## src/rtl/tnf_pkg.sv

```systemverilog
// Package for the telnet command filter: protocol bytes and parser modes.
package tnf_pkg;

   localparam logic [7:0] IAC             = 8'd255;
   localparam logic [7:0] DONT            = 8'd254;
   localparam logic [7:0] DO              = 8'd253;
   localparam logic [7:0] WONT            = 8'd252;
   localparam logic [7:0] WILL            = 8'd251;
   localparam logic [7:0] SB              = 8'd250;
   localparam logic [7:0] SE              = 8'd240;
   localparam logic [7:0] OPT_WINDOW_SIZE = 8'd31;

   typedef enum logic [2:0] {
      MODE_DATA  = 3'd0,
      MODE_IAC   = 3'd1,
      MODE_VERB  = 3'd2,
      MODE_SBOPT = 3'd3,
      MODE_SKIP  = 3'd4,
      MODE_NAWS  = 3'd5
   } mode_type;

   typedef enum logic [1:0] {
      NAWS_WIDTH_HI  = 2'd0,
      NAWS_WIDTH_LO  = 2'd1,
      NAWS_HEIGHT_HI = 2'd2,
      NAWS_HEIGHT_LO = 2'd3
   } naws_step_type;

endpackage

```

## src/rtl/telnet_command_filter_naws.sv

```systemverilog
// An accepted req beat is registered and shows as its rsp beat in the next cycle.
// One byte per cycle unless rsp stalls; parser state updates in the accepting cycle.
// req_ready stays high while the rsp register is empty or being taken.
// Synchronous active-high reset: data mode, no size seen, cols and rows zero.
// Telnet command filter with NAWS window-size capture.
module telnet_command_filter_naws (
   input  logic       clock,
   input  logic       reset,
   input  logic       req_valid,
   output logic       req_ready,
   input  logic [7:0] req_rx_byte,
   output logic       rsp_valid,
   input  logic       rsp_ready,
   output logic       rsp_pass_data,
   output logic       rsp_size_update,
   output logic       rsp_has_size,
   output logic [15:0] rsp_cols,
   output logic [15:0] rsp_rows
);
   import tnf_pkg::*;

   mode_type      mode_ff, mode_in;
   naws_step_type step_ff, step_in;
   logic [15:0]   width_ff, width_in;
   logic [7:0]    height_hi_ff, height_hi_in;
   logic          seen_ff, seen_in;
   logic [15:0]   cols_ff, cols_in;
   logic [15:0]   rows_ff, rows_in;
   logic          valid_ff;
   logic          pass_ff, pass_in;
   logic          upd_ff, upd_in;
   logic          take;
   logic          is_verb;

   assign req_ready = !valid_ff || rsp_ready;
   assign take      = req_valid && req_ready;
   assign is_verb   = (req_rx_byte == WILL) || (req_rx_byte == WONT) ||
                      (req_rx_byte == DO) || (req_rx_byte == DONT);

   always_comb begin
      mode_in      = mode_ff;
      step_in      = step_ff;
      width_in     = width_ff;
      height_hi_in = height_hi_ff;
      seen_in      = seen_ff;
      cols_in      = cols_ff;
      rows_in      = rows_ff;
      pass_in      = 1'b0;
      upd_in       = 1'b0;
      case (mode_ff)
         MODE_IAC: begin
            if (is_verb) begin
               mode_in = MODE_VERB;
            end else if (req_rx_byte == SB) begin
               mode_in = MODE_SBOPT;
            end else if (req_rx_byte == IAC) begin
               // doubled IAC is a literal 255
               pass_in = 1'b1;
               mode_in = MODE_DATA;
            end else begin
               mode_in = MODE_DATA;
            end
         end
         MODE_VERB: begin
            mode_in = MODE_DATA;
         end
         MODE_SBOPT: begin
            step_in = NAWS_WIDTH_HI;
            if (req_rx_byte == OPT_WINDOW_SIZE) begin
               mode_in = MODE_NAWS;
            end else if (req_rx_byte == IAC) begin
               mode_in = MODE_IAC;
            end else begin
               mode_in = MODE_SKIP;
            end
         end
         MODE_SKIP: begin
            if (req_rx_byte == IAC) begin
               mode_in = MODE_IAC;
            end
         end
         MODE_NAWS: begin
            // every byte here is a size byte, 255 included
            case (step_ff)
               NAWS_WIDTH_HI: begin
                  width_in     = {8'd0, req_rx_byte};
                  height_hi_in = 8'd0;
                  step_in      = NAWS_WIDTH_LO;
               end
               NAWS_WIDTH_LO: begin
                  width_in = {width_ff[7:0], req_rx_byte};
                  step_in  = NAWS_HEIGHT_HI;
               end
               NAWS_HEIGHT_HI: begin
                  height_hi_in = req_rx_byte;
                  step_in      = NAWS_HEIGHT_LO;
               end
               default: begin
                  cols_in = width_ff;
                  rows_in = {height_hi_ff, req_rx_byte};
                  seen_in = 1'b1;
                  upd_in  = 1'b1;
                  step_in = NAWS_WIDTH_HI;
                  mode_in = MODE_DATA;
               end
            endcase
         end
         default: begin
            if (req_rx_byte == IAC) begin
               mode_in = MODE_IAC;
            end else begin
               pass_in = 1'b1;
               mode_in = MODE_DATA;
            end
         end
      endcase
   end

   always_ff @(posedge clock) begin
      if (reset) begin
         mode_ff      <= MODE_DATA;
         step_ff      <= NAWS_WIDTH_HI;
         width_ff     <= 16'd0;
         height_hi_ff <= 8'd0;
         seen_ff      <= 1'b0;
         cols_ff      <= 16'd0;
         rows_ff      <= 16'd0;
         valid_ff     <= 1'b0;
      end else begin
         if (take) begin
            mode_ff      <= mode_in;
            step_ff      <= step_in;
            width_ff     <= width_in;
            height_hi_ff <= height_hi_in;
            seen_ff      <= seen_in;
            cols_ff      <= cols_in;
            rows_ff      <= rows_in;
            valid_ff     <= 1'b1;
         end else if (rsp_ready) begin
            valid_ff <= 1'b0;
         end
      end
   end

   always_ff @(posedge clock) begin
      if (take) begin
         pass_ff <= pass_in;
         upd_ff  <= upd_in;
      end
   end

   // size state only moves with a new beat, so it doubles as the rsp payload
   assign rsp_valid       = valid_ff;
   assign rsp_pass_data   = pass_ff;
   assign rsp_size_update = upd_ff;
   assign rsp_has_size    = seen_ff;
   assign rsp_cols        = cols_ff;
   assign rsp_rows        = rows_ff;

endmodule

```

## config.mk

```make
export PLATFORM = sky130hd
export DESIGN_NAME = telnet_command_filter_naws
export DESIGN_NICKNAME = d
export VERILOG_FILES = /design/src/rtl/tnf_pkg.sv /design/src/rtl/telnet_command_filter_naws.sv
export SDC_FILE = /design/constraint.sdc
export NUM_CORES = 1
export LEC_CHECK = 0
export ABC_AREA = 1
export BUFFER_PORTS_ARGS = -buffer_cell sky130_fd_sc_hd__buf_4
export CAP_MARGIN = 20
export CORE_UTILIZATION = 54
export DETAILED_ROUTE_END_ITERATION = 8
export PLACE_DENSITY = 0.83
export SYNTH_ARGS = -nofsm -noshare
export SYNTH_HDL_FRONTEND = slang
export SYNTH_SLANG_ARGS = --single-unit
```

## constraint.sdc

```tcl
create_clock -name clock -period 1.8 [get_ports clock]
set_clock_uncertainty 0.15 [all_clocks]
set_input_delay 0.18 -clock clock [delete_from_list [all_inputs] [get_ports clock]]
set_output_delay 0.18 -clock clock [all_outputs]
set_load 0.02 [all_outputs]
```

# Word-level counts from Yosys, hierarchy flattened
# Cells that the tools add are included.
totals:
  output_inout_bits: 37
  word_cells: 65
  ff_bits: 65
op_classes:
  reduce_logical: 18
  bitwise: 1
  n_eq_ne: 16
  muxes: 20
ops:
  columns: ["cell", "n"]
  rows:
  - ["8-bit equality test, second input constant", 6]
  - ["16-bit one-hot mux with 2 select lines", 1]
  - ["8-bit one-hot mux with 2 select lines", 1]
  - ["3-bit one-hot mux with 5 select lines", 1]
  - ["3-bit two-way mux", 4]
  - ["3-bit AND reduction", 4]
  - ["8-bit by 5-bit equality test with 1-bit output, second input constant", 1]
  - ["1-bit two-way mux", 8]
  - ["2-bit nonzero test", 4]
  - ["3-bit by 2-bit equality test with 1-bit output, second input constant", 2]
  - ["3-bit equality test, second input constant", 2]
  - ["2-bit one-hot mux with 3 select lines", 1]
  - ["1-bit logical OR", 4]
  - ["2-bit two-way mux", 2]
  - ["2-bit != test, second input constant", 2]
  - ["2-bit one-hot mux with 2 select lines", 1]
  - ["4-bit OR reduction", 1]
  - ["3-bit by 1-bit equality test with 1-bit output, second input constant", 1]
  - ["3-bit OR reduction", 1]
  - ["2-bit by 1-bit equality test with 1-bit output, second input constant", 1]
  - ["2-bit equality test, second input constant", 1]
  - ["2-bit zero test", 1]
  - ["1-bit one-hot mux with 2 select lines", 1]
  - ["2-bit AND reduction", 1]
  - ["3 further kinds", 3]

# Depth between registers and ports, before layout
# Gate-level depths: netlist (run 1).
depth:
  word_depth: 6
  depth_mapped: 10
  depth_no_buf: 9

# Worst setup path after synthesis (run 1)
# OpenSTA, ideal clock, no wires.
synth_timing:
  path_kind: "register to register"
  start: "register valid_ff, in the netlist rsp_valid"
  end: "register cols_ff[5], in the netlist rsp_cols[5]"
  slack_ns: 0.163
  t_arrival_ns: 1.369
  t_required_ns: 1.532
  setup_time_ns: 0.118
  stages_incl_launch_ff: 9
  path_cell_list: "dfxtp_1 -> nand2_1 -> nand2_1 -> inv_2 -> nand2_4 -> inv_6 -> buf_12 -> o21ai_1 -> a21oi_2"
synth_between:
  elab_chain_cells: 4
synth_rtl:
  columns: ["element", "line", "source"]
  rows:
  - ["from (decl)", "telnet_command_filter_naws.sv:29", "logic valid_ff;"]
  - ["from (signal assigned)", "telnet_command_filter_naws.sv:128", "valid_ff <= 1'b0;"]
  - ["from (signal assigned)", "telnet_command_filter_naws.sv:138", "valid_ff <= 1'b1;"]
  - ["from (signal assigned)", "telnet_command_filter_naws.sv:140", "valid_ff <= 1'b0;"]
  - ["1-bit zero test", "telnet_command_filter_naws.sv:35", "assign req_ready = !valid_ff || rsp_ready;"]
  - ["1-bit logical OR", "telnet_command_filter_naws.sv:35", null]
  - ["named net req_ready", "telnet_command_filter_naws.sv:10", "output logic req_ready,"]
  - ["1-bit logical AND", "telnet_command_filter_naws.sv:36", "assign take = req_valid && req_ready;"]
  - ["named net take", "telnet_command_filter_naws.sv:32", "logic take;"]
  - ["3-bit AND reduction (no source line)", null, null]
  - ["to (signal assigned)", "telnet_command_filter_naws.sv:136", "cols_ff <= cols_in;"]
  - ["to (decl)", "telnet_command_filter_naws.sv:27", "logic [15:0] cols_ff, cols_in;"]
# The timed path passes the listed nets, and every way through them passes these cells.
# A chain may end at the register's enable or synchronous reset.

# Worst setup path in the final report (run 1)
layout_timing:
  start: "register mode_ff[1]"
  end: "register width_ff[5]"
layout_between:
  elab_chain_cells: 2
layout_rtl:
  columns: ["element", "line", "source"]
  rows:
  - ["from (decl)", "telnet_command_filter_naws.sv:22", "mode_type mode_ff, mode_in;"]
  - ["from (signal assigned)", "telnet_command_filter_naws.sv:131", "mode_ff <= mode_in;"]
  - ["3-bit equality test", "telnet_command_filter_naws.sv:50", "case (mode_ff)"]
  - ["3-bit AND reduction (no source line)", null, null]
  - ["to (signal assigned)", "telnet_command_filter_naws.sv:133", "width_ff <= width_in;"]
  - ["to (decl)", "telnet_command_filter_naws.sv:24", "logic [15:0] width_ff, width_in;"]
# Every way passes these cells.

==> summary.md, run 1 <==
| Metric | Value |
|---|---|
| Post-DP HPWL | approximately 3.8 mm |
| Fmax | roughly 0.6 GHz |
| Core area | 4690 µm² |
| Die X | 71.7 µm |
| Area of the mapped netlist | between 2000 and 3000 µm² |
| Post-synthesis adder-cell area fraction | 1.91% |
| Vias in the first global route | ~2200 |
| Simple-gate share of the synthesized area | between 20% and 30% |
| Most used cell, CP | nor2_4 |
| Synth top cells by count | dfxtp_1, nor2_1, nand2_1, o21ai_0, a21oi_1 |
| Post-synth EDFFs | 2 |
| Clock Tree Root | clkbuf_8 |
| Worst Max-Slew Pin Slew | around 0.33 ns |
| Synth Flop Type | dfxtp_1 |
| CTS tree | done |
| Final Hold Viols | 0 |
| Wire length per cell | about 13 µm |
| P_leak | 0.00133 µW |
| Via density | between 5 and 6 |
| Hold path start | rsp_ready |
| Post-synthesis mux area share | 0% |
| Sw power | ~630 µW |
| H-tree levels | 3 |
| Period utilization | a little over nine tenths |
| Min-Delay Path Depth | 4 |
| GRT overflow | 0 |
| Reg2reg end | width_ff[5] |
| Pin count of the biggest net entering global routing | 45 |
| Post-synthesis xor/xnor area fraction | 0% |
| Synth Area per Inst | 8.18 µm² |
| Synth Instances | around 320 |
| Total negative slack | 0 ns |
| Most common cell in the netlist | dfxtp_1 |
| Number of core rows | 25 |
| WHS Endpoint | rsp_valid |
| Outcome | complete, no violations |
| Syn Nets | 337 |
| Distinct cell type count after synthesis | 31 |
| PwrDens | roughly 850 nW/µm² |
| Worst Setup Start Kind | register |
| Diodes inserted | 0 |
| Max-Cap Viols | 0 |
| Flops & latches, synth | 65 |
| Part of the power in combinational logic | under 10% |
| Complex-gate fraction of the synthesized area | between 10% and 20% |
| Synth area leaders | dfxtp_1, nor2_1, o21ai_0 |
| Worst skew pair latency | around 0.34 ns |
| Synth-to-Final Area Change | 23.8% |
| Clk buf depth | 2 |
| Iteration-0 DRC Markers | 180 |
| Peak supply drop | around 0.53 mV |
| First-pass GRT wire length | approximately 9.7 mm |
| Flop pwr share | ~53% |
| Worst r2r path cells | 9 |
| Clock power frac | slightly above 40% |
| Initial antenna violation count | 0 |
| Drt total wl | approximately 5.9 mm |
| Seq/Total Area, Yosys | about half |
| CTS clk-pin slew, worst paths | 0.06 ns |
| Setup Viol. Count Final | 0 |
| Int Power | 2130 µW |
| Gpl congestion | ~0.84 |
| Slowest-stage cell, CP | dfxtp_1 |
| Largest area contributor in the netlist | dfxtp_1 |
| Crit path max fanout | 11 |
| Combinational family with the most area after synthesis | simple AND/OR/NAND/NOR gates |
| Critical Path Sink Type | register |
| CP max stage delay | 0.36 ns |
| Critical Path RT | around 1.9 ns |
| NumNets Final | approximately 390 |
| Die Area | 5150 µm² |
| GRT Total Usage | around 25% |
| Filler Cell Count | 380 |
| Kind of critical path | register to register |
| IO buf count | 48 |
| Number of remaining DRC errors | 0 |
| Clock sinks | 65 |
| Final hold slack | 0.0210 ns |
| Worst min path class | primary input to register |
| Post-synth top area share | roughly half |
| Via count | approximately 2300 |
| Synth Warn # | 0 |
| DR pass1 iterations | 4 |
| R2R setup slack | 0.10 ns |
| Layout cells sized above 1 | a little under a quarter |
| Initial Utilization | 56.0% |
| Ys async rst share | 0% |
| Crit path time final | 1.70 ns |
| R2R Path Start | mode_ff[1] |
| Die height | a little over 70 µm |
| Arrival time at the worst endpoint | approximately 1.8 ns |
| Switching Fraction | between 20% and 30% |
| Total CTS buffers | 9 |
| # IOs | 49 |
| Post-route ant nets | 0 |
| Rel. slew slack | 77.7% |
| Pins Over Slew Limit | 0 |
| Critical path cell sequence | inv_2 -> nand2_2 -> nor2_4 -> inv_4 -> nor2_4 -> o21ai_4 -> buf_4 -> o21ai_0 -> a21oi_1 |
| Unrepaired setup endpoints after global routing | false |
| Post-CTS setup buffers | 0 |
[registers in the layout, indices dropped and copies added (netlist names)]
| name | cells |
|---|---|
| rsp_cols | 16 |
| rsp_rows | 16 |
| width_ff | 16 |
| height_hi_ff | 8 |
| mode_ff | 3 |
| step_ff | 2 |
| rsp_has_size | 1 |
| rsp_pass_data | 1 |
| rsp_size_update | 1 |
| rsp_valid | 1 |
[layout by cell type, fill, tap and decap left out]
cell type      instances
a21oi_2                7
a211oi_1               1
nor3_1                 2
nand2_4                1
clkbuf_8              10
nor2_1                56
nand3_2                1
o21ai_4                1
nand2_2                1
and3_1                 1
nor2_4                 3
nand4_1                2
clkbuf_16              1
dfxtp_1               63
a21oi_1               34
nand2_1               42
nor2_8                 1
ha_1                   4
inv_4                  1
inv_6                  1
inv_1                 18
dlygate4sd3_1          8
nand3_1               12
inv_2                  3
o21ai_1                5
edfxtp_1               2
o21ai_0               38
o21ai_2                3
clkinv_2               2
o31ai_1                1
buf_4                 55
clkbuf_1               3
[kinds of logic after synthesis]
kind of cell,Yosys count
flops,65
compound gates,90
buf+inv,40
fa+ha+maj,4
simple gates,122
[final cells by class]
| cell class | instances | area [µm²] | area share, % |
|---|---|---|---|
| Tap cell | 54 | 67.6 | 2.08 |
| Sequential cell | 65 | 1320 | 40.6 |
| Clock inverter | 2 | 10.0 | 0.308 |
| Multi-Input combinational cell | 216 | 1090 | 33.6 |
| Clock buffer | 14 | 174 | 5.35 |
| Timing Repair Buffer | 63 | 493 | 15.2 |
| Inverter | 23 | 93.8 | 2.89 |
[how the worst max path moves through the flow]
stage               slack [ns]       start  cells past startpoint           to
global route              0.01  mode_ff[1]                      9  width_ff[5]
floorplan                 0.16   rsp_valid                      8  rsp_cols[5]
global placement          0.28  mode_ff[1]                      9  rsp_cols[2]
detailed placement        0.19  step_ff[1]                      7  rsp_cols[3]
finish                    0.10  mode_ff[1]                      9  width_ff[5]
CTS                       0.15  step_ff[1]                      7  rsp_cols[3]
[power by group through the flow]
stage               clock network (µW)  registers, µW  logic, µW
floorplan                            0           1500       78.6
global placement                     0           1490        141
detailed placement                   0           1490        143
CTS                               1160           1460        157
global route                      1220           1460        176
finish                            1140           1460        161
[repair_timing]
| item | in CTS | in global routing |
|---|---|---|
| setup endpoints to repair | 0 | 1 |
| endpoints found under the hold margin | 12 | 0 |
| hold buffers | 8 | 0 |
| gates resized for setup | 0 | 1 |
[layer usage]
metal  up-vias  global-route usage (%)  routed length, µm
li1       1162                       -                  -
met1      1057                    29.5               2450
met2        97                    39.9               2860
met3        18                    6.75                388
met4         0                    13.7                165
met5         -                       0                  0
[per-stage QoR]
step | cell area [µm²] | std cells | worst slack [ns] | utilization, % | total power (µW)
global placement | 2980 | 413 | 0.280 | 63.5 | 1630
detailed placement | 2980 | 413 | 0.186 | 63.5 | 1640
global route | 3250 | 437 | 0.0145 | 69.3 | 2850
CTS | 3240 | 437 | 0.151 | 69.1 | 2770
finish | 3250 | 437 | 0.101 | 69.3 | 2760
floorplan | 2630 | 321 | 0.163 | - | 1580
[worst max-delay path, delay by kind of cell, from the launching register on]
kind / cells / cell delay (ns)
AO/OA/AOI/OAI: 3 / 0.40
flip-flops: 1 / 0.36
AND/OR/NAND/NOR: 3 / 0.35
buffers and inverters: 3 / 0.33
No activity file was read; power rests on OpenSTA's default activity.
==> run 2: changes to the inputs <==
--- a/config.mk
+++ b/config.mk
@@ -5,12 +5,12 @@
 export SDC_FILE = /design/constraint.sdc
 export NUM_CORES = 1
 export LEC_CHECK = 0
-export ABC_AREA = 1
+export ABC_AREA = 0
 export BUFFER_PORTS_ARGS = -buffer_cell sky130_fd_sc_hd__buf_4
-export CAP_MARGIN = 20
-export CORE_UTILIZATION = 54
+export CAP_MARGIN = 25
+export CORE_UTILIZATION = 55
 export DETAILED_ROUTE_END_ITERATION = 8
-export PLACE_DENSITY = 0.83
+export PLACE_DENSITY = 0.79
 export SYNTH_ARGS = -nofsm -noshare
 export SYNTH_HDL_FRONTEND = slang
 export SYNTH_SLANG_ARGS = --single-unit
==> run 2 against run 1 <==
Clock power hardly changed. Critical path type is now primary input to register. Synthesized area is 4.0% higher. Die area is 2.0% higher. Synthesized cell count is 8.1% lower. Combinational power is 21% lower. Via count is 3.6% lower. First-iteration DRC count is 22% higher. Core utilization is 3.1 points higher.
==> summary.md, run 2 <==
| Metric | Value |
|---|---|
| R2R setup slack | ~0.12 ns |
| Synth Warn # | 0 |
| Final non-filler cell total | 424 |
| Final Hold Viols | 0 |
| CP max stage delay | approximately 0.54 ns |
| GRT Total Usage | 24.5% |
| First-pass GRT wire length | 9.82 mm |
| P_leak | about 0.0013 µW |
| Switching Fraction | a little over a fifth |
| Number of remaining DRC errors | 0 |
| Iteration-0 DRC Markers | between 200 and 250 |
| Post-route ant nets | 0 |
| Synth Area per Inst | 9.26 µm² |
| H-tree levels | 3 |
| Synth-to-Final Area Change | 26.0% |
| Peak supply drop | 0.603 mV |
| Unrepaired setup endpoints after global routing | true |
| GRT overflow | 0 |
| Die height | 72.5 µm |
| Part of the power in combinational logic | under 10% |
| Core area | between 4000 and 5000 µm² |
| Wire length per cell | 14.1 µm |
| WP buf/inv | 2 |
| Setup Viol. Count Final | 0 |
| Hold path start | req_rx_byte[4] |
| Commonest non-fill, non-tap cell in the layout | nand2_1 |
| Pin count of the biggest net entering global routing | 44 |
| Die X | between 70 and 80 µm |
| Slowest-stage cell, CP | dlygate4sd3_1 |
| IO buf count | 48 |
| Sw power | 593 µW |
| Stages on worst setup path | 6 |
| DR pass1 iterations | 4 |
| Synth Instances | a little under 300 |
| Initial antenna violation count | 0 |
| Flop pwr share | between 50% and 60% |
| Kind of critical path | primary input to register |
| Final hold slack | 0.0245 ns |
| Post-layout util | between 70 and 80% |
| Post-synth EDFFs | 2 |
| Synth area leaders | dfxtp_1, a21oi_2, nand2_1 |
| Int Power | around 2100 µW |
| Diodes inserted | 0 |
| Crit path max fanout | 7 |
| Worst Max-Slew Pin Slew | roughly 0.54 ns |
| Fmax | around 0.56 GHz |
| Largest area contributor in the netlist | dfxtp_1 |
| Layout cells sized above 1 | 33.3% |
| Number of core rows | 25 |
| Seq/Total Area, Yosys | between 40% and 50% |
| Max-Cap Viols | 0 |
| Worst min path class | primary input to register |
| Arrival time at the worst endpoint | between 1.5 and 2 ns |
| Distinct cell type count after synthesis | 42 |
| Area of the mapped netlist | 2730 µm² |
| Final Power | ~2700 µW |
| Rel. slew slack | roughly 64% |
| Clock sinks | 65 |
| R2R Path Start | mode_ff[2] |
| PwrDens | 783 nW/µm² |
| Vias in the first global route | 2116 |
| Clock power frac | 41.6% |
| WHS Endpoint | height_hi_ff[4] |
| Synth top cells by count | dfxtp_1, nand2_1, a21oi_2, nor2_1, a22oi_1 |
| Drt total wl | about 6 mm |
| CTS tree | done |
| Critical Path Sink Type | register |
| CTS clk-pin slew, worst paths | ~0.07 ns |
| Ys async rst share | 0% |
| # IOs | a little under 50 |
| Dpl cells | 398 |
| Clk buf depth | 2 |
| Crit path max-delay family | simple AND/OR/NAND/NOR gates |
| Min-Delay Path Depth | 3 |
| Post-synth top area share | between 40% and 50% |
| Total negative slack | 0 ns |
| Synth Flop Type | dfxtp_1 |
| Worst r2r path cells | 5 |
| Most frequent cells in the layout | nand2_1, dfxtp_1, buf_4 |
| Post-DP HPWL | about 3.8 mm |
| NumNets Final | 370 |
| Period utilization | between 90% and 100% |
| Total CTS buffers | 9 |
| Reg2reg end | rsp_rows[14] |
| Critical Path RT | approximately 1.9 ns |
| Flops & latches, synth | 65 |
| Pins Over Slew Limit | 0 |
| Worst Setup Start Kind | primary input |
| Gpl congestion | about 0.85 |
| Initial Utilization | about 57% |
| Syn Nets | slightly above 300 |
| Via density | about 5.3 |
| Worst skew pair latency | 0.33 ns |
| Die Area | between 5000 and 6000 µm² |
| Critical path cell sequence | dlygate4sd3_1 -> buf_4 -> and4_4 -> and2_1 -> or4b_1 -> a21oi_1 |
| Outcome | complete, no violations |
| Crit path time final | around 1.8 ns |
| Clock Tree Root | clkbuf_8 |
| Via count | roughly 2200 |
run 2: worst max path at each step:
stage	to	start	slack, ns
floorplan	mode_ff[2]	rsp_valid	0.15
global placement	width_ff[0]	step_ff[0]	0.05
detailed placement	width_ff[3]	step_ff[0]	-0.04
CTS	rsp_cols[14]	mode_ff[2]	0.03
global route	mode_ff[2]	req_rx_byte[3]	-0.0009
finish	mode_ff[2]	req_rx_byte[2]	0.02
run 2: power by group through the flow:
| stage | clock, µW | sequential, µW | combinational, µW |
|---|---|---|---|
| after global placement | 0 | 1480 | 105 |
| after global routing | 1200 | 1450 | 136 |
| after floorplan | 0 | 1480 | 48.5 |
| after CTS | 1140 | 1450 | 125 |
| final | 1120 | 1450 | 127 |
| after detailed placement | 0 | 1480 | 106 |
run 2: final cells by class:
type	instances	area, µm²
multi-input combinational	204	1260
clock inverter	2	12.5
clock buffer	12	166
tap	67	83.8
inverter	4	15.0
sequential	65	1320
timing repair buffer	70	578
fill	383	1310
run 2: kinds of logic (layout without fill, tap and decap cells):
kind of cell               count (synthesis)  after routing  share of synthesized area, %
muxes                                      8              8                          2.93
DFF                                       65             65                          48.4
and+or+nand+nor                          126            126                          21.5
xor gates and xnor gates                   2              2                         0.641
adders and majority gates                  4              4                          1.83
AOI/OAI and AO/OA                         64             64                          18.8
buffers and inverters                     26             88                          5.95
run 2: metrics by stage:
| step | setup WS [ns] | instance area (µm²) |
|---|---|---|
| 2_1_floorplan | 0.151 | 2730 |
| 3_3_place_gp | 0.0470 | 3120 |
| 3_5_place_dp | -0.0359 | 3120 |
| 4_1_cts | 0.0259 | 3420 |
| 5_1_grt | -0.000861 | 3440 |
| 6_report | 0.0181 | 3440 |
run 2: metal layers:
layer	GRT usage (%)	up-vias	share of wire [%]
met5	0	-	0
met4	10.9	0	1.5
li1	-	1120	-
met1	31.6	1051	47
met3	4.44	11	4.6
met2	40.2	67	47
run 2: worst min-delay path, cell delays in order:
cell and delay, ns:
buf_4 0.12, a22oi_1 0.08, nor2_1 0.08
run 2: repair_timing:
action	4_1_cts	5_1_grt
pin swaps	1	0
endpoints found under the setup margin	13	52
hold buffers	11	0
gates cloned	0	0
setup buffers	1	0
endpoints found under the hold margin	11	0
resized for setup	0	7
==> run 3: changes to the inputs <==
--- a/config.mk
+++ b/config.mk
@@ -7,7 +7,6 @@
 export LEC_CHECK = 0
 export ABC_AREA = 0
 export BUFFER_PORTS_ARGS = -buffer_cell sky130_fd_sc_hd__buf_4
-export CAP_MARGIN = 25
 export CORE_UTILIZATION = 55
 export DETAILED_ROUTE_END_ITERATION = 8
 export PLACE_DENSITY = 0.79
==> constraint.sdc (replaced) <==
create_clock -name clock -period 2.1 [get_ports clock]
set_clock_uncertainty 0.15 [all_clocks]
set_input_delay 0.21 -clock clock [delete_from_list [all_inputs] [get_ports clock]]
set_output_delay 0.21 -clock clock [all_outputs]
set_load 0.02 [all_outputs]
==> run 3 against run 2 <==
Sequential power is 14% lower. Highest routed layer unchanged. Power shrank 11%. Core utilization decreased by 2.6 points. Via count decreased by 1.9%. Non-clock buffer count down 13. Wire length is 5.4% lower. Largest power group unchanged.
==> summary.md, run 3 (same netlist as run 2, synthesis figures left out) <==
| Metric | Value |
|---|---|
| Iteration-0 DRC Markers | 140 |
| Rel. slew slack | 46.3% |
| Pins Over Slew Limit | 0 |
| Post-layout util | roughly 70% |
| Via count | 2207 |
| R2R Path Start | mode_ff[2] |
| Most frequent cells in the layout | nand2_1, dfxtp_1, buf_4 |
| Setup Viol. Count Final | 0 |
| Pin count of the biggest net entering global routing | 65 |
| Die X | between 70 and 80 µm |
| Drt total wl | roughly 5.7 mm |
| Number of remaining DRC errors | 0 |
| Post-route ant nets | 0 |
| Reg2reg end | width_ff[13] |
| Pre-CTS WS | about 0.25 ns |
| Via density | around 5.3 |
| Met2 GRT Util | between 30% and 40% |
| GRT overflow | 0 |
| Min-Delay Path Depth | 3 |
| Total CTS buffers | 9 |
| Grt met3 use | between 4 and 5% |
| Core area | roughly 4800 µm² |
| Clk buf depth | 2 |
| Arrival time at the worst endpoint | around 1.9 ns |
| WHS Endpoint | rsp_rows[0] |
| Final Hold Viols | 0 |
| DR pass1 iterations | 4 |
| Vias in the first global route | between 2000 and 2500 |
| Diodes inserted | 0 |
| Gpl congestion | 0.900 |
| Outcome | complete, no violations |
| Initial Utilization | a little under three fifths |
| Unrepaired setup endpoints after global routing | false |
| Initial antenna violation count | 0 |
| CP max stage delay | between 0.4 and 0.5 ns |
| Worst Max-Slew Pin Slew | just over 0.8 ns |
| CTS tree | done |
| Met1 Use GR | between 30 and 40% |
| Clock Tree Root | clkbuf_8 |
| CTS clk-pin slew, worst paths | approximately 0.070 ns |
| Dpl cells | just under 400 |
| Wire length per cell | around 14 µm |
| Final Power | ~2400 µW |
| Layout cells sized above 1 | 32.1% |
| Max-Cap Viols | 0 |
| NumNets Final | 357 |
| Post-DP HPWL | between 3 and 4 mm |
| Synth-to-Final Area Change | 21.5% |
| Fmax | roughly 0.54 GHz |
| H-tree levels | 3 |
| Die Area | between 5000 and 6000 µm² |
| Slowest-stage cell, CP | dfxtp_1 |
| Worst skew pair latency | around 0.34 ns |
| Critical Path RT | about 2.1 ns |
| PwrDens | a little over 700 nW/µm² |
| Final non-filler cell total | between 400 and 500 |
| # IOs | between 40 and 50 |
| Crit path max-delay family | compound AO/OA/AOI/OAI gates |
| Worst r2r path cells | 4 |
| Worst setup margin | around 0.23 ns |
| Critical path cell sequence | and3b_1 -> o2111ai_4 -> a22oi_1 -> nor2_1 |
| GRT Total Usage | between 20% and 30% |
| Hold path start | req_rx_byte[0] |
| Crit path time final | between 1.5 and 2 ns |
| R2R setup slack | 0.23 ns |
| Worst min path class | primary input to register |
| Grt peak-use layer | met2 |
| Worst Setup Start Kind | register |
| Kind of critical path | register to register |
| IO buf count | 48 |
| Peak supply drop | 0.478 mV |
| Number of core rows | 25 |
| Crit path max fanout | 16 |
| Period utilization | between 80% and 90% |
| Critical Path Sink Type | register |
| P_leak | 0.00126 µW |
| Clock sinks | 65 |
| First-pass GRT wire length | around 9.5 mm |
| Total negative slack | 0 ns |
| WP buf/inv | 0 |
| Die height | about 72 µm |
run 3: cell types whose count changed in the layout (fill, tap and decap cells not counted), sizes merged:
cell	before	now
dlygate4sd3	11	3
buf	59	54
clkbuf	12	10
clkinv	1	3
bufinv	0	1
inv	4	5
run 3: power by group:
part	internal, µW	switching (µW)
combinational	30.9	59.6
clock	582	484
sequential	1240	0.862
total	1850	544
run 3: timing repair:
action / CTS / global route
endpoints found under the hold margin: 3 / 0
hold buffers: 3 / 0
setup buffers: 0 / 0
setup endpoints to repair: 0 / 0
gates resized for setup: 0 / 0
run 3: cell type report:
class / instances / area [µm²]
Clock buffer: 10 / 138
Clock inverter: 6 / 66.3
Fill cell: 421 / 1440
Inverter: 4 / 15.0
Multi-Input combinational cell: 204 / 1250
Sequential cell: 65 / 1320
Tap cell: 67 / 83.8
Timing Repair Buffer: 57 / 448
run 3: how the worst max path moves through the flow:
| stage | from | endpoint | slack [ns] | depth (start not counted) |
|---|---|---|---|---|
| after floorplan | rsp_valid | mode_ff[2] | 0.45 | 5 |
| after global placement | step_ff[0] | width_ff[0] | 0.30 | 5 |
| after detailed placement | step_ff[0] | width_ff[4] | 0.25 | 5 |
| after CTS | step_ff[0] | width_ff[4] | 0.24 | 5 |
| after global routing | step_ff[0] | width_ff[4] | 0.06 | 5 |
| final | mode_ff[2] | width_ff[13] | 0.23 | 4 |
run 3: metal layers:
metal  routed length (µm)  vias to the layer above  part of all wire [%]
met3                  250                        7                   4.4
met5                    0                        -                     0
met4                  106                        0                   1.9
li1                     -                     1099                     -
met1                 2760                     1041                    49
met2                 2550                       60                    45
run 3: through the flow:
stage,area (µm²),hold WS [ns]
detailed placement,3090,0.298
floorplan,2730,0.187
global placement,3090,0.293
global route,3320,0.0121
CTS,3320,0.000101
finish,3320,0.00927
run 3: tightest hold or removal path: stages:
cell,delay [ns]
buf_4,0.14
nand2_2,0.06
a21oi_2,0.04
